--- src/rss_pkg.sv ---
// running sample statistics: shared types, constants and the microprogram
// no dependencies; imported by every other file but rss_if.sv

package rss_pkg;

  localparam int unsigned DATA_W         = 64;
  localparam int unsigned OUT_COUNT_W    = 32;
  localparam int unsigned DIV_RADIX_BITS = 2;
  localparam int unsigned DIV_STEPS      = DATA_W / DIV_RADIX_BITS;
  localparam int unsigned DIV_CNT_W      = $clog2(DIV_STEPS);
  localparam int unsigned PC_W           = 4;

  typedef logic [PC_W-1:0] rss_pc_t;

  typedef enum logic [3:0] {
    OP_NOP,
    OP_ACCEPT,
    OP_UPDATE,
    OP_MEAN_START,
    OP_MEAN_TAKE,
    OP_MUL_LL,
    OP_MUL_LH,
    OP_SQ_ADD,
    OP_DEV_ACC,
    OP_VAR_START,
    OP_VAR_TAKE,
    OP_EMIT
  } rss_op_e;

  typedef enum logic [2:0] {
    COND_NEVER,
    COND_ALWAYS,
    COND_NO_INPUT,
    COND_COUNT_ZERO,
    COND_DIV_BUSY,
    COND_OUT_BLOCKED
  } rss_cond_e;

  typedef struct packed {
    rss_op_e   op;
    rss_cond_e cond;
    rss_pc_t   target;
  } rss_uword_t;

  // sequencer -> datapath
  typedef struct packed {
    rss_op_e op;
    logic    accept;
    logic    emit;
  } rss_ctrl_t;

  // datapath -> sequencer
  typedef struct packed {
    logic in_valid;
    logic count_zero;
    logic div_busy;
    logic out_blocked;
  } rss_status_t;

  // program step addresses
  localparam rss_pc_t STEP_ACCEPT     = 4'd0;
  localparam rss_pc_t STEP_UPDATE     = 4'd1;
  localparam rss_pc_t STEP_BRANCH     = 4'd2;
  localparam rss_pc_t STEP_MEAN_START = 4'd3;
  localparam rss_pc_t STEP_MEAN_WAIT  = 4'd4;
  localparam rss_pc_t STEP_MEAN_TAKE  = 4'd5;
  localparam rss_pc_t STEP_MUL_LL     = 4'd6;
  localparam rss_pc_t STEP_MUL_LH     = 4'd7;
  localparam rss_pc_t STEP_SQ_ADD     = 4'd8;
  localparam rss_pc_t STEP_DEV_ACC    = 4'd9;
  localparam rss_pc_t STEP_VAR_START  = 4'd10;
  localparam rss_pc_t STEP_VAR_WAIT   = 4'd11;
  localparam rss_pc_t STEP_VAR_TAKE   = 4'd12;
  localparam rss_pc_t STEP_EMIT       = 4'd13;
  localparam rss_pc_t STEP_LOOP       = 4'd14;

  // jump to target when cond holds, else fall through
  function automatic rss_uword_t rss_rom(input rss_pc_t pc);
    rss_uword_t w;
    w = '{op: OP_NOP, cond: COND_ALWAYS, target: STEP_ACCEPT};
    case (pc)
      STEP_ACCEPT:     w = '{op: OP_ACCEPT,     cond: COND_NO_INPUT,    target: STEP_ACCEPT};
      STEP_UPDATE:     w = '{op: OP_UPDATE,     cond: COND_NEVER,       target: STEP_ACCEPT};
      STEP_BRANCH:     w = '{op: OP_NOP,        cond: COND_COUNT_ZERO,  target: STEP_EMIT};
      STEP_MEAN_START: w = '{op: OP_MEAN_START, cond: COND_NEVER,       target: STEP_ACCEPT};
      STEP_MEAN_WAIT:  w = '{op: OP_NOP,        cond: COND_DIV_BUSY,    target: STEP_MEAN_WAIT};
      STEP_MEAN_TAKE:  w = '{op: OP_MEAN_TAKE,  cond: COND_NEVER,       target: STEP_ACCEPT};
      STEP_MUL_LL:     w = '{op: OP_MUL_LL,     cond: COND_NEVER,       target: STEP_ACCEPT};
      STEP_MUL_LH:     w = '{op: OP_MUL_LH,     cond: COND_NEVER,       target: STEP_ACCEPT};
      STEP_SQ_ADD:     w = '{op: OP_SQ_ADD,     cond: COND_NEVER,       target: STEP_ACCEPT};
      STEP_DEV_ACC:    w = '{op: OP_DEV_ACC,    cond: COND_NEVER,       target: STEP_ACCEPT};
      STEP_VAR_START:  w = '{op: OP_VAR_START,  cond: COND_NEVER,       target: STEP_ACCEPT};
      STEP_VAR_WAIT:   w = '{op: OP_NOP,        cond: COND_DIV_BUSY,    target: STEP_VAR_WAIT};
      STEP_VAR_TAKE:   w = '{op: OP_VAR_TAKE,   cond: COND_NEVER,       target: STEP_ACCEPT};
      STEP_EMIT:       w = '{op: OP_EMIT,       cond: COND_OUT_BLOCKED, target: STEP_EMIT};
      STEP_LOOP:       w = '{op: OP_NOP,        cond: COND_ALWAYS,      target: STEP_ACCEPT};
      default:         w = '{op: OP_NOP,        cond: COND_ALWAYS,      target: STEP_ACCEPT};
    endcase
    return w;
  endfunction

endpackage

--- src/rss_if.sv ---
// transaction channels for the running sample statistics block
// depends on nothing; payload widths are fixed by the field definitions

interface rss_in_if;
  logic               valid;
  logic               ready;
  logic               opcode;
  logic signed [63:0] sample;

  modport source (output valid, output opcode, output sample, input ready);
  modport sink   (input valid, input opcode, input sample, output ready);
endinterface

interface rss_out_if;
  logic               valid;
  logic               ready;
  logic signed [63:0] minimum;
  logic signed [63:0] maximum;
  logic signed [63:0] mean;
  logic        [31:0] sample_count;
  logic        [63:0] squared_deviation_total;
  logic        [63:0] variance;

  modport source (output valid, output minimum, output maximum, output mean,
                  output sample_count, output squared_deviation_total,
                  output variance, input ready);
  modport sink   (input valid, input minimum, input maximum, input mean,
                  input sample_count, input squared_deviation_total,
                  input variance, output ready);
endinterface

--- src/rss_divider.sv ---
// iterative unsigned divider, 64-bit dividend by a count-wide divisor
// radix-4 restoring, two quotient bits per cycle; uses rss_pkg

module rss_divider import rss_pkg::*; #(
  parameter int unsigned COUNT_WIDTH = 32
) (
  input  logic                   clk_i,
  input  logic                   rst_ni,
  input  logic                   start_i,
  input  logic [DATA_W-1:0]      dividend_i,
  input  logic [COUNT_WIDTH-1:0] divisor_i,
  output logic                   busy_o,
  output logic [DATA_W-1:0]      quotient_o
);

  logic                   busy_q, busy_d;
  logic [DIV_CNT_W-1:0]   cnt_q, cnt_d;
  logic [COUNT_WIDTH-1:0] rem_q, rem_d;
  logic [DATA_W-1:0]      quo_q, quo_d;
  logic [COUNT_WIDTH-1:0] rem_n;
  logic [DATA_W-1:0]      quo_n;

  // two restoring steps per cycle
  always_comb begin
    logic [COUNT_WIDTH:0] trial;
    logic                 ge;
    rem_n = rem_q;
    quo_n = quo_q;
    for (int i = 0; i < DIV_RADIX_BITS; i++) begin
      trial = {rem_n, quo_n[DATA_W-1]};
      ge    = trial >= {1'b0, divisor_i};
      rem_n = ge ? COUNT_WIDTH'(trial - {1'b0, divisor_i}) : trial[COUNT_WIDTH-1:0];
      quo_n = {quo_n[DATA_W-2:0], ge};
    end
  end

  always_comb begin
    busy_d = busy_q;
    cnt_d  = cnt_q;
    rem_d  = rem_q;
    quo_d  = quo_q;
    if (start_i) begin
      busy_d = 1'b1;
      cnt_d  = DIV_CNT_W'(DIV_STEPS - 1);
      rem_d  = '0;
      quo_d  = dividend_i;
    end else if (busy_q) begin
      rem_d = rem_n;
      quo_d = quo_n;
      cnt_d = cnt_q - 1'b1;
      if (cnt_q == '0) begin
        busy_d = 1'b0;
      end
    end
  end

  always_ff @(posedge clk_i or negedge rst_ni) begin
    if (!rst_ni) begin
      busy_q <= 1'b0;
      cnt_q  <= '0;
    end else begin
      busy_q <= busy_d;
      cnt_q  <= cnt_d;
    end
  end

  always_ff @(posedge clk_i) begin
    rem_q <= rem_d;
    quo_q <= quo_d;
  end

  assign busy_o     = busy_q;
  assign quotient_o = quo_q;

endmodule

--- src/rss_datapath.sv ---
// statistics registers, shared multiplier, divider and output register
// driven by control words from rss_sequencer; uses rss_pkg and rss_divider

module rss_datapath import rss_pkg::*; #(
  parameter int unsigned COUNT_WIDTH = 32
) (
  input  logic                   clk_i,
  input  logic                   rst_ni,
  input  logic                   cfg_we_i,
  input  logic                   cfg_wdata_i,
  input  rss_ctrl_t              ctrl_i,
  output rss_status_t            status_o,
  input  logic                   in_valid_i,
  input  logic                   in_opcode_i,
  input  logic [DATA_W-1:0]      in_sample_i,
  input  logic                   out_ready_i,
  output logic                   out_valid_o,
  output logic [DATA_W-1:0]      out_minimum_o,
  output logic [DATA_W-1:0]      out_maximum_o,
  output logic [DATA_W-1:0]      out_mean_o,
  output logic [OUT_COUNT_W-1:0] out_count_o,
  output logic [DATA_W-1:0]      out_devsum_o,
  output logic [DATA_W-1:0]      out_variance_o
);

  localparam logic [DATA_W-1:0] SIGN_BIT = {1'b1, {(DATA_W-1){1'b0}}};

  logic                   signed_mode_q, signed_mode_d;
  logic [DATA_W-1:0]      min_q, min_d, max_q, max_d, sum_q, sum_d, devsum_q, devsum_d;
  logic [COUNT_WIDTH-1:0] count_q, count_d;
  logic                   out_valid_q, out_valid_d;

  logic                   opcode_q, opcode_d, neg_q, neg_d;
  logic [DATA_W-1:0]      sample_q, sample_d, mean_q, mean_d, dev_q, dev_d;
  logic [DATA_W-1:0]      mul_q, mul_d, sq_q, sq_d, var_q, var_d;
  logic [DATA_W-1:0]      o_min_q, o_min_d, o_max_q, o_max_d, o_mean_q, o_mean_d;
  logic [DATA_W-1:0]      o_dev_q, o_dev_d, o_var_q, o_var_d;
  logic [OUT_COUNT_W-1:0] o_cnt_q, o_cnt_d;

  logic                   div_start, div_busy;
  logic [DATA_W-1:0]      div_dividend, quotient, mean_val;
  logic                   sum_neg, count_zero, lt_min, gt_max;
  logic [31:0]            mul_a, mul_b;
  logic [DATA_W-1:0]      count_ext;

  function automatic logic [DATA_W-1:0] in_sample_sel(input logic [DATA_W-1:0] v);
    return signed_mode_q ? (v ^ SIGN_BIT) : v;
  endfunction

  rss_divider #(.COUNT_WIDTH(COUNT_WIDTH)) u_div (
    .clk_i      (clk_i),
    .rst_ni     (rst_ni),
    .start_i    (div_start),
    .dividend_i (div_dividend),
    .divisor_i  (count_q),
    .busy_o     (div_busy),
    .quotient_o (quotient)
  );

  assign count_zero = (count_q == '0);
  assign sum_neg    = signed_mode_q & sum_q[DATA_W-1];
  // signed order is unsigned order with the sign bit flipped
  assign lt_min     = (in_sample_sel(sample_q) < in_sample_sel(min_q));
  assign gt_max     = (in_sample_sel(max_q) < in_sample_sel(sample_q));
  assign mean_val   = neg_q ? DATA_W'(0) - quotient : quotient;
  assign count_ext  = DATA_W'(count_q);

  always_comb begin
    div_start    = 1'b0;
    div_dividend = devsum_q;
    case (ctrl_i.op)
      OP_MEAN_START: begin
        div_start    = 1'b1;
        div_dividend = sum_neg ? DATA_W'(0) - sum_q : sum_q;
      end
      OP_VAR_START: begin
        div_start    = 1'b1;
        div_dividend = devsum_q;
      end
      default: begin
        div_start = 1'b0;
      end
    endcase
  end

  assign mul_a = dev_q[31:0];
  assign mul_b = (ctrl_i.op == OP_MUL_LH) ? dev_q[63:32] : dev_q[31:0];

  always_comb begin
    signed_mode_d = cfg_we_i ? cfg_wdata_i : signed_mode_q;
    min_d       = min_q;
    max_d       = max_q;
    sum_d       = sum_q;
    count_d     = count_q;
    devsum_d    = devsum_q;
    opcode_d    = opcode_q;
    sample_d    = sample_q;
    neg_d       = neg_q;
    mean_d      = mean_q;
    dev_d       = dev_q;
    mul_d       = mul_q;
    sq_d        = sq_q;
    var_d       = var_q;
    out_valid_d = out_valid_q & ~out_ready_i;
    o_min_d     = o_min_q;
    o_max_d     = o_max_q;
    o_mean_d    = o_mean_q;
    o_cnt_d     = o_cnt_q;
    o_dev_d     = o_dev_q;
    o_var_d     = o_var_q;
    case (ctrl_i.op)
      OP_ACCEPT: begin
        if (ctrl_i.accept) begin
          opcode_d = in_opcode_i;
          sample_d = in_sample_i;
        end
      end
      OP_UPDATE: begin
        if (opcode_q) begin
          min_d    = '0;
          max_d    = '0;
          sum_d    = '0;
          count_d  = '0;
          devsum_d = '0;
        end else begin
          if (count_zero || lt_min) begin
            min_d = sample_q;
          end
          if (count_zero || gt_max) begin
            max_d = sample_q;
          end
          sum_d = sum_q + sample_q;
          if (!(&count_q)) begin
            count_d = count_q + 1'b1;
          end
        end
      end
      OP_MEAN_START: begin
        neg_d = sum_neg;
      end
      OP_MEAN_TAKE: begin
        mean_d = mean_val;
        dev_d  = sample_q - mean_val;
      end
      OP_MUL_LL: begin
        mul_d = mul_a * mul_b;
      end
      OP_MUL_LH: begin
        sq_d  = mul_q;
        mul_d = mul_a * mul_b;
      end
      OP_SQ_ADD: begin
        // twice the cross term, shifted into the upper half
        sq_d = sq_q + {mul_q[30:0], 1'b0, 32'b0};
      end
      OP_DEV_ACC: begin
        devsum_d = devsum_q + sq_q;
      end
      OP_VAR_TAKE: begin
        var_d = quotient;
      end
      OP_EMIT: begin
        if (ctrl_i.emit) begin
          out_valid_d = 1'b1;
          o_min_d     = count_zero ? '0 : min_q;
          o_max_d     = count_zero ? '0 : max_q;
          o_mean_d    = count_zero ? '0 : mean_q;
          o_var_d     = count_zero ? '0 : var_q;
          o_dev_d     = devsum_q;
          o_cnt_d     = (|count_ext[DATA_W-1:OUT_COUNT_W]) ? '1
                                                           : count_ext[OUT_COUNT_W-1:0];
        end
      end
      default: begin
        mul_d = mul_q;
      end
    endcase
  end

  always_ff @(posedge clk_i or negedge rst_ni) begin
    if (!rst_ni) begin
      signed_mode_q <= 1'b1;
      min_q         <= '0;
      max_q         <= '0;
      sum_q         <= '0;
      count_q       <= '0;
      devsum_q      <= '0;
      out_valid_q   <= 1'b0;
    end else begin
      signed_mode_q <= signed_mode_d;
      min_q         <= min_d;
      max_q         <= max_d;
      sum_q         <= sum_d;
      count_q       <= count_d;
      devsum_q      <= devsum_d;
      out_valid_q   <= out_valid_d;
    end
  end

  always_ff @(posedge clk_i) begin
    opcode_q <= opcode_d;
    sample_q <= sample_d;
    neg_q    <= neg_d;
    mean_q   <= mean_d;
    dev_q    <= dev_d;
    mul_q    <= mul_d;
    sq_q     <= sq_d;
    var_q    <= var_d;
    o_min_q  <= o_min_d;
    o_max_q  <= o_max_d;
    o_mean_q <= o_mean_d;
    o_cnt_q  <= o_cnt_d;
    o_dev_q  <= o_dev_d;
    o_var_q  <= o_var_d;
  end

  assign status_o.in_valid    = in_valid_i;
  assign status_o.count_zero  = count_zero;
  assign status_o.div_busy    = div_busy;
  assign status_o.out_blocked = out_valid_q & ~out_ready_i;

  assign out_valid_o    = out_valid_q;
  assign out_minimum_o  = o_min_q;
  assign out_maximum_o  = o_max_q;
  assign out_mean_o     = o_mean_q;
  assign out_count_o    = o_cnt_q;
  assign out_devsum_o   = o_dev_q;
  assign out_variance_o = o_var_q;

endmodule

--- src/rss_sequencer.sv ---
// step counter that walks the microprogram held in rss_pkg
// evaluates jump conditions from the datapath status; uses rss_pkg

module rss_sequencer import rss_pkg::*; (
  input  logic        clk_i,
  input  logic        rst_ni,
  input  rss_status_t status_i,
  output rss_ctrl_t   ctrl_o
);

  rss_pc_t    pc_q, pc_d;
  rss_uword_t uw;
  logic       take;

  assign uw = rss_rom(pc_q);

  always_comb begin
    case (uw.cond)
      COND_NEVER:       take = 1'b0;
      COND_ALWAYS:      take = 1'b1;
      COND_NO_INPUT:    take = ~status_i.in_valid;
      COND_COUNT_ZERO:  take = status_i.count_zero;
      COND_DIV_BUSY:    take = status_i.div_busy;
      COND_OUT_BLOCKED: take = status_i.out_blocked;
      default:          take = 1'b1;
    endcase
    pc_d = take ? uw.target : pc_q + 1'b1;

    ctrl_o.op     = uw.op;
    ctrl_o.accept = (uw.op == OP_ACCEPT) & status_i.in_valid;
    ctrl_o.emit   = (uw.op == OP_EMIT) & ~status_i.out_blocked;
  end

  always_ff @(posedge clk_i or negedge rst_ni) begin
    if (!rst_ni) begin
      pc_q <= STEP_ACCEPT;
    end else begin
      pc_q <= pc_d;
    end
  end

endmodule

--- src/running_sample_statistics_core.sv ---
// top level of the running sample statistics block
// uses rss_pkg, rss_if, rss_sequencer, rss_datapath and rss_divider

// Keeps min, max, wrapping sum, saturating count and a wrapping sum of squared
// deviations over 64-bit samples, one transaction at a time. opcode 0 adds the
// sample, opcode 1 clears every statistic (the mode register keeps its value).
// Each input transaction yields exactly one output transaction carrying min,
// max, integer mean, count (saturated to 32 bits), deviation total and
// variance; with an empty set min, max, mean and variance read 0. An added
// sample runs a short microprogram on the datapath: the shared radix-4
// divider makes two passes (mean, then variance), and four steps form the
// squared deviation with the 32x32 multiplier and add it to the total. The
// next input is taken once the result sits in the output register, while it
// waits to be read. cfg_wdata_i, written with cfg_we_i, selects signed (1,
// reset value) or unsigned (0) comparison and mean division; write it only
// while the block is idle.

module running_sample_statistics_core import rss_pkg::*; #(
  parameter int unsigned COUNT_WIDTH = 32
) (
  input  logic     clk_i,
  input  logic     rst_ni,
  input  logic     cfg_we_i,
  input  logic     cfg_wdata_i,
  rss_in_if.sink   in_i,
  rss_out_if.source out_o
);

  rss_ctrl_t   ctrl;
  rss_status_t status;
  logic [DATA_W-1:0] out_min, out_max, out_mean;

  // microprogram control
  rss_sequencer u_seq (
    .clk_i    (clk_i),
    .rst_ni   (rst_ni),
    .status_i (status),
    .ctrl_o   (ctrl)
  );

  // statistics state, arithmetic and the output register
  rss_datapath #(.COUNT_WIDTH(COUNT_WIDTH)) u_dp (
    .clk_i          (clk_i),
    .rst_ni         (rst_ni),
    .cfg_we_i       (cfg_we_i),
    .cfg_wdata_i    (cfg_wdata_i),
    .ctrl_i         (ctrl),
    .status_o       (status),
    .in_valid_i     (in_i.valid),
    .in_opcode_i    (in_i.opcode),
    .in_sample_i    (in_i.sample),
    .out_ready_i    (out_o.ready),
    .out_valid_o    (out_o.valid),
    .out_minimum_o  (out_min),
    .out_maximum_o  (out_max),
    .out_mean_o     (out_mean),
    .out_count_o    (out_o.sample_count),
    .out_devsum_o   (out_o.squared_deviation_total),
    .out_variance_o (out_o.variance)
  );

  // ready only in the accept step of the program
  assign in_i.ready    = (ctrl.op == OP_ACCEPT);
  assign out_o.minimum = $signed(out_min);
  assign out_o.maximum = $signed(out_max);
  assign out_o.mean    = $signed(out_mean);

  // the divider is idle whenever a new sample can be taken
  a_ready_div_idle: assert property (@(posedge clk_i) disable iff (!rst_ni)
    in_i.ready |-> !status.div_busy)
    else $error("input ready while divider busy");

  // one transaction in flight: no second accept right after one
  a_single_item: assert property (@(posedge clk_i) disable iff (!rst_ni)
    (in_i.valid && in_i.ready) |=> !in_i.ready)
    else $error("input accepted on consecutive cycles");

  // an empty set reports zero mean, variance and minimum
  a_empty_zero: assert property (@(posedge clk_i) disable iff (!rst_ni)
    (out_o.valid && out_o.sample_count == '0) |->
      (out_o.mean == '0 && out_o.variance == '0 && out_o.minimum == '0))
    else $error("nonzero statistics with empty count");

endmodule
--- src/flat_wrapper.sv ---
// flat-port wrapper written by rule: the top's interface ports become plain ports
module running_sample_statistics_core_flat import rss_pkg::*;
#(
  parameter int unsigned COUNT_WIDTH = 32
)
  (clk_i, rst_ni, cfg_we_i, cfg_wdata_i, in_i_valid, in_i_opcode, in_i_sample, in_i_ready, out_o_valid, out_o_minimum, out_o_maximum, out_o_mean, out_o_sample_count, out_o_squared_deviation_total, out_o_variance, out_o_ready);
  rss_in_if in_i_i ();
  rss_out_if out_o_i ();
  input  logic clk_i;
  input  logic rst_ni;
  input  logic cfg_we_i;
  input  logic cfg_wdata_i;
  input wire logic [$bits(in_i_i.valid)-1:0] in_i_valid;
  input wire logic [$bits(in_i_i.opcode)-1:0] in_i_opcode;
  input wire logic [$bits(in_i_i.sample)-1:0] in_i_sample;
  output wire logic [$bits(in_i_i.ready)-1:0] in_i_ready;
  output wire logic [$bits(out_o_i.valid)-1:0] out_o_valid;
  output wire logic [$bits(out_o_i.minimum)-1:0] out_o_minimum;
  output wire logic [$bits(out_o_i.maximum)-1:0] out_o_maximum;
  output wire logic [$bits(out_o_i.mean)-1:0] out_o_mean;
  output wire logic [$bits(out_o_i.sample_count)-1:0] out_o_sample_count;
  output wire logic [$bits(out_o_i.squared_deviation_total)-1:0] out_o_squared_deviation_total;
  output wire logic [$bits(out_o_i.variance)-1:0] out_o_variance;
  input wire logic [$bits(out_o_i.ready)-1:0] out_o_ready;
  assign in_i_i.valid = in_i_valid;
  assign in_i_i.opcode = in_i_opcode;
  assign in_i_i.sample = in_i_sample;
  assign in_i_ready = in_i_i.ready;
  assign out_o_valid = out_o_i.valid;
  assign out_o_minimum = out_o_i.minimum;
  assign out_o_maximum = out_o_i.maximum;
  assign out_o_mean = out_o_i.mean;
  assign out_o_sample_count = out_o_i.sample_count;
  assign out_o_squared_deviation_total = out_o_i.squared_deviation_total;
  assign out_o_variance = out_o_i.variance;
  assign out_o_i.ready = out_o_ready;
  running_sample_statistics_core #(.COUNT_WIDTH(COUNT_WIDTH)) u_core (.clk_i(clk_i), .rst_ni(rst_ni), .cfg_we_i(cfg_we_i), .cfg_wdata_i(cfg_wdata_i), .in_i(in_i_i), .out_o(out_o_i));
endmodule
--- config.mk ---
export PLATFORM = sky130hd
export DESIGN_NAME = running_sample_statistics_core_flat
export DESIGN_NICKNAME = d
export VERILOG_FILES = /design/src/rss_pkg.sv /design/src/rss_if.sv /design/src/rss_divider.sv /design/src/rss_datapath.sv /design/src/rss_sequencer.sv /design/src/running_sample_statistics_core.sv /design/src/flat_wrapper.sv
export SDC_FILE = /design/constraint.sdc
export NUM_CORES = 2
export LEC_CHECK = 0
export BUFFER_PORTS_ARGS = -buffer_cell sky130_fd_sc_hd__buf_2
export CORE_MARGIN = 4
export CORE_UTILIZATION = 25
export CTS_CLUSTER_SIZE = 14
export DETAILED_ROUTE_END_ITERATION = 8
export SYNTH_ARGS = -nofsm -noshare
export SYNTH_HDL_FRONTEND = slang
export SYNTH_HIERARCHICAL = 1
export SYNTH_SLANG_ARGS = --single-unit
export TNS_END_PERCENT = 1
--- constraint.sdc ---
create_clock -name clk_i -period 28.9 [get_ports clk_i]
set_input_delay 5.78 -clock clk_i [delete_from_list [all_inputs] [get_ports clk_i]]
set_output_delay 5.78 -clock clk_i [all_outputs]
set_load 0.02 [all_outputs]
# == Word level (Yosys, flattened, before mapping) ==
# Memories as Yosys holds them, arrays and structs flattened.
# Index checks and enable logic that the tools add are counted.
# totals
out_inout_bits,354
romBits,176
regBits,1134
memories,1
# memory_table
name,words,word_bits,rd,rd_clocked_by_memory_dff,wr,line,text
(name not given),16,11,1,0,0,rss_pkg.sv:81,case (pc)
# classes
n_addsub,11
bitwise_logic,10
multipliers,1
reduce_logical,19
n_eq_ne,17
n_lt_le_gt_ge,4
mux,31
# op_table
op,count
64-bit two-way mux,14
64-bit case mux with 2 select lines,2
64-bit adder,3
32-bit two-way mux,5
64-bit < comparator,2
1-bit by 64-bit subtractor with 64-bit output (first input constant),2
33-bit by 32-bit greater-or-equal comparator with 1-bit output,2
32-bit by 32-bit multiplier with 64-bit output,1
32-bit subtractor,2
64-bit subtractor,1
32-bit by 1-bit adder with 32-bit output (second input constant),1
32-bit logical NOT,1
32-bit AND reduction,1
4-bit by 3-bit == test with 1-bit output (second input constant),4
4-bit == test (second input constant),4
2-bit AND reduction,6
5-bit two-way mux,2
2-bit nonzero test,5
4-bit by 2-bit == test with 1-bit output (second input constant),2
3-bit by 2-bit == test with 1-bit output (second input constant),2
3-bit == test (second input constant),2
1-bit two-way mux,6
1-bit NOT,6
5-bit logical NOT,1
other kinds (10),16

# == Logic depth before layout (Yosys ltp) ==
# logic_depth
depth_word,6
depth_mapped,43

# == Cells and area by module ==
# Netlist, hierarchy kept.
# modules_own_cells
mod,n_inst,seq_area_each_um2,cells_each,area_each_um2
rss_datapath,1,29419.5,8755,88743.9
rss_divider,1,2712.6,905,8171.6
rss_sequencer,1,100.1,60,503.0
running_sample_statistics_core,1,0.0,1,15.0

# == Worst setup path before layout ==
# Ideal clock, no wire load.
# synth_timing
kind,input to register
startpoint,input port out_o_ready
endpoint,register u_core.u_dp.out_valid_q (netlist: u_core/u_dp/out_valid_o)
slack_ps,-3032
cell_stages,5
t_arrival_ps,31744
setup_time_ps,188
path_buffers,0
path_cell_list,nor2b_1 > nor4b_1 > inv_1 > nor3_1 > or2_2
# synth_lines
element,line,text
from (decl),flat_wrapper.sv:24,input wire logic [$bits(out_o_i.ready)-1:0] out_o_ready;
to (signal assigned),rss_datapath.sv:196,out_valid_q <= out_valid_d;
to (decl),rss_datapath.sv:31,"logic out_valid_q, out_valid_d;"

==> impl_results.md <==
* Outcome: complete, no violations
* Hold Path Origin: u_core/u_dp/min_q[25]
* Maximum Capacitance Violations at 0
* Routed Antenna Nets at 0
* Worst-path fanout max at between 40 and 50
* CTS Buf Count at about 140
* CP Launch Type: flip-flop
* Die X at 632 um
* Clk_skew at around 0.091 ns
* Top FF cell, synth: edfxtp_1
* Worst skew pair latency at 0.86 ns
* CTS Hold Buffers Added at 0
* Synthesized flop and latch total at 1134
* Fin. max-slew vios at 0
* Largest net degree at the start of global routing at 157
* Hold Path End: u_core/u_dp/min_q[25]
* Vias in the first global route at 74000
* Post-CTS Setup Bufs at 0
* Vias per cell at 4.88
* Initial Util at 0.252
* RSZ-0062 raised after global routing: false
* Most Frequent Cell on Critical Path: fa_1
* Layout area overhead at 12.9%
* Total GRT Usage at 0.168
* Pre-antenna DRT Iters at 8
* Syn Area/Cell at 10.0 um2
* R2R Path Start: u_core/u_seq/pc_q[0]
* Final period util at 0.431
* GRT overflow at 0
* Share of the synthesized area in the top cell type at 0.247
* Total Wirelength at 345000 um
* Final GP Congestion at roughly 0.94
* Die height at 632 um
* DR vias at 74200
* Register area at between 0.03 and 0.04 mm2
* Largest area contributor in the netlist: edfxtp_1
* Max-slew headroom at 0.0567
* WP data required at a little under 30 ns
* Most frequent cell after synthesis: inv_1
* Mapped Cells at between 9000 and 10000
* R2r worst-path depth at 35
* Final Hold Viols at 0
* Crit path time final at 12.44 ns
* Number of cells on the worst hold path at 1
* Crit path kind: flip-flop to flip-flop
* Mapped Nets at 11400
* IO Pins at 425
* Post-synth EDFFs at roughly 800
* Worst-path clk slew at 0.06 ns
* Cell variety after synth at 110
* CP Capture Type: flip-flop
* Cell Area, Synth at approximately 0.097 mm2
* Resize count post-CTS at 0
* Core area at 0.387 mm2
* CTS Sinks at roughly 1100
* Clock root cell: clkbuf_16
* Share of cells above drive strength 1 at 0.0954
* HP Class: flip-flop to flip-flop
* Multi-input gate area at 0.0590 mm2
* RR Endpoint: u_core/u_dp/mul_q[60]
* Fin Setup TNS at 0 ns
* WL per Instance at approximately 23 um
* Max Clk Rate at 80.4 MHz
* Asr flop ratio synth at 0.265
* DP HPWL at 263000 um
* Worst Tran Pin Value at 1.39 ns
* Post-synthesis sequential area ratio at 0.331
* Flop2flop setup slack at 16.46 ns
* Max Buffers Root-to-Sink at 4
* Finish-stage setup viols at 0
* Top cells by count, synth: 1187 x inv_1, 919 x nand2_1, 902 x fa_1
* Crit path DAT at roughly 13 ns
* Met2 usage at 0.265
* Ys Warns at 6
* IO buf count at 424
* Full die area at approximately 0.4 mm2
* First-pass GRT wire length at between 500000 and 600000 um
* Busiest layer in global routing: met2
* Nets at around 12000
* Cell Rows at 228
* Initial drt markers at 6714
* Drt drc at 0
* CP max stage delay at roughly 0.93 ns
* Most area-consuming cells after synthesis: edfxtp_1 25%, fa_1 19%, ha_1 8.8%
* Grt met1 use at 0.222
* H-tree levels at 4
* Filler cells at 40700
* Critical path's slowest cell: o31ai_1
* Met3 Use GR at 0.0382
* Antenna violations before repair at 24
* TritonCTS clock tree: yes
[critical path, delay by kind of cell, from the launching register on]
kind,cells,cell delay (ns)
fa+ha+maj,10,4.47
compound gates,11,3.48
simple gates,6,2.07
buf+inv,7,1.45
flops,1,0.47
xor+xnor,1,0.15
[cells by family (layout without fill, tap and decap cells)]
| kind of cell | after synthesis | in the layout | synth area share |
|---|---|---|---|
| and+or+nand+nor | 2851 | 2851 | 0.150 |
| AOI/OAI and AO/OA | 1868 | 1868 | 0.126 |
| buffers and inverters | 1709 | 1994 | 0.0662 |
| adders and majority gates | 1585 | 1585 | 0.273 |
| DFF | 1134 | 1134 | 0.331 |
| xor gates and xnor gates | 474 | 474 | 0.0426 |
| muxes | 100 | 100 | 0.0114 |
| other | 0 | 10 | 0 |
[per-stage QoR]
stage	std cells	util	hold WS, ns	setup WS, ns	cell area (um2)
6_report	15200	0.284	0.498	16.46	110000
5_1_grt	15200	0.284	0.510	15.66	110000
4_1_cts	15200	0.284	0.501	16.51	110000
3_5_place_dp	14900	0.272	0.481	16.56	105000
3_3_place_gp	14900	0.272	0.480	16.63	105000
2_1_floorplan	9721	-	0.451	8.04	97400
[how the worst max path moves through the flow]
| stage | from | endpoint | slack [ns] | cells after the start |
|---|---|---|---|---|
| floorplan | out_o_ready | u_core/u_dp/out_valid_o | 8.04 | 5 |
| global placement | u_core/u_seq/pc_q[0] | u_core/u_dp/mul_q[60] | 16.63 | 35 |
| detailed placement | u_core/u_seq/pc_q[0] | u_core/u_dp/mul_q[60] | 16.56 | 35 |
| CTS | u_core/u_seq/pc_q[0] | u_core/u_dp/mul_q[60] | 16.51 | 35 |
| global route | u_core/u_seq/pc_q[0] | u_core/u_dp/mul_q[60] | 15.66 | 35 |
| finish | u_core/u_seq/pc_q[0] | u_core/u_dp/mul_q[60] | 16.46 | 35 |
[final cells by class]
cell class	count	share of cell area
diodes	10	0.000228
clock buffers	175	0.0350
clock inverters	77	0.00768
inverters	1190	0.0406
multi-input cells	6878	0.536
flip-flops and latches	1134	0.293
well taps	5175	0.0589
repair buffers	552	0.0285
[metal layers]
layer  vias up  share of wire
met5         -        0.00017
met4         8          0.046
met3       551          0.086
met2      3032           0.45
met1     37300           0.42
li1      33300              -
[placed cells by master, fill, tap and decap left out, drive strengths merged, types with 46 or more instances in the layout]
master,n
inv,1198
nand2,924
fa,902
edfxtp,802
ha,683
buf,552
and2,548
a21oi,491
o21ai,421
nor2,405
nor2b,336
dfrtp,299
xnor2,282
a21o,266
xor2,192
nand4,175
clkbuf,175
nand3,131
a22o,75
mux2,73
nand2b,70
nor3,69
a32oi,68
o311ai,66
o21a,59
o21bai,56
a211oi,56
clkinv,46
Power is not shown: default switching activity piles up to over one toggle a cycle in this logic, so the estimate is an artifact.
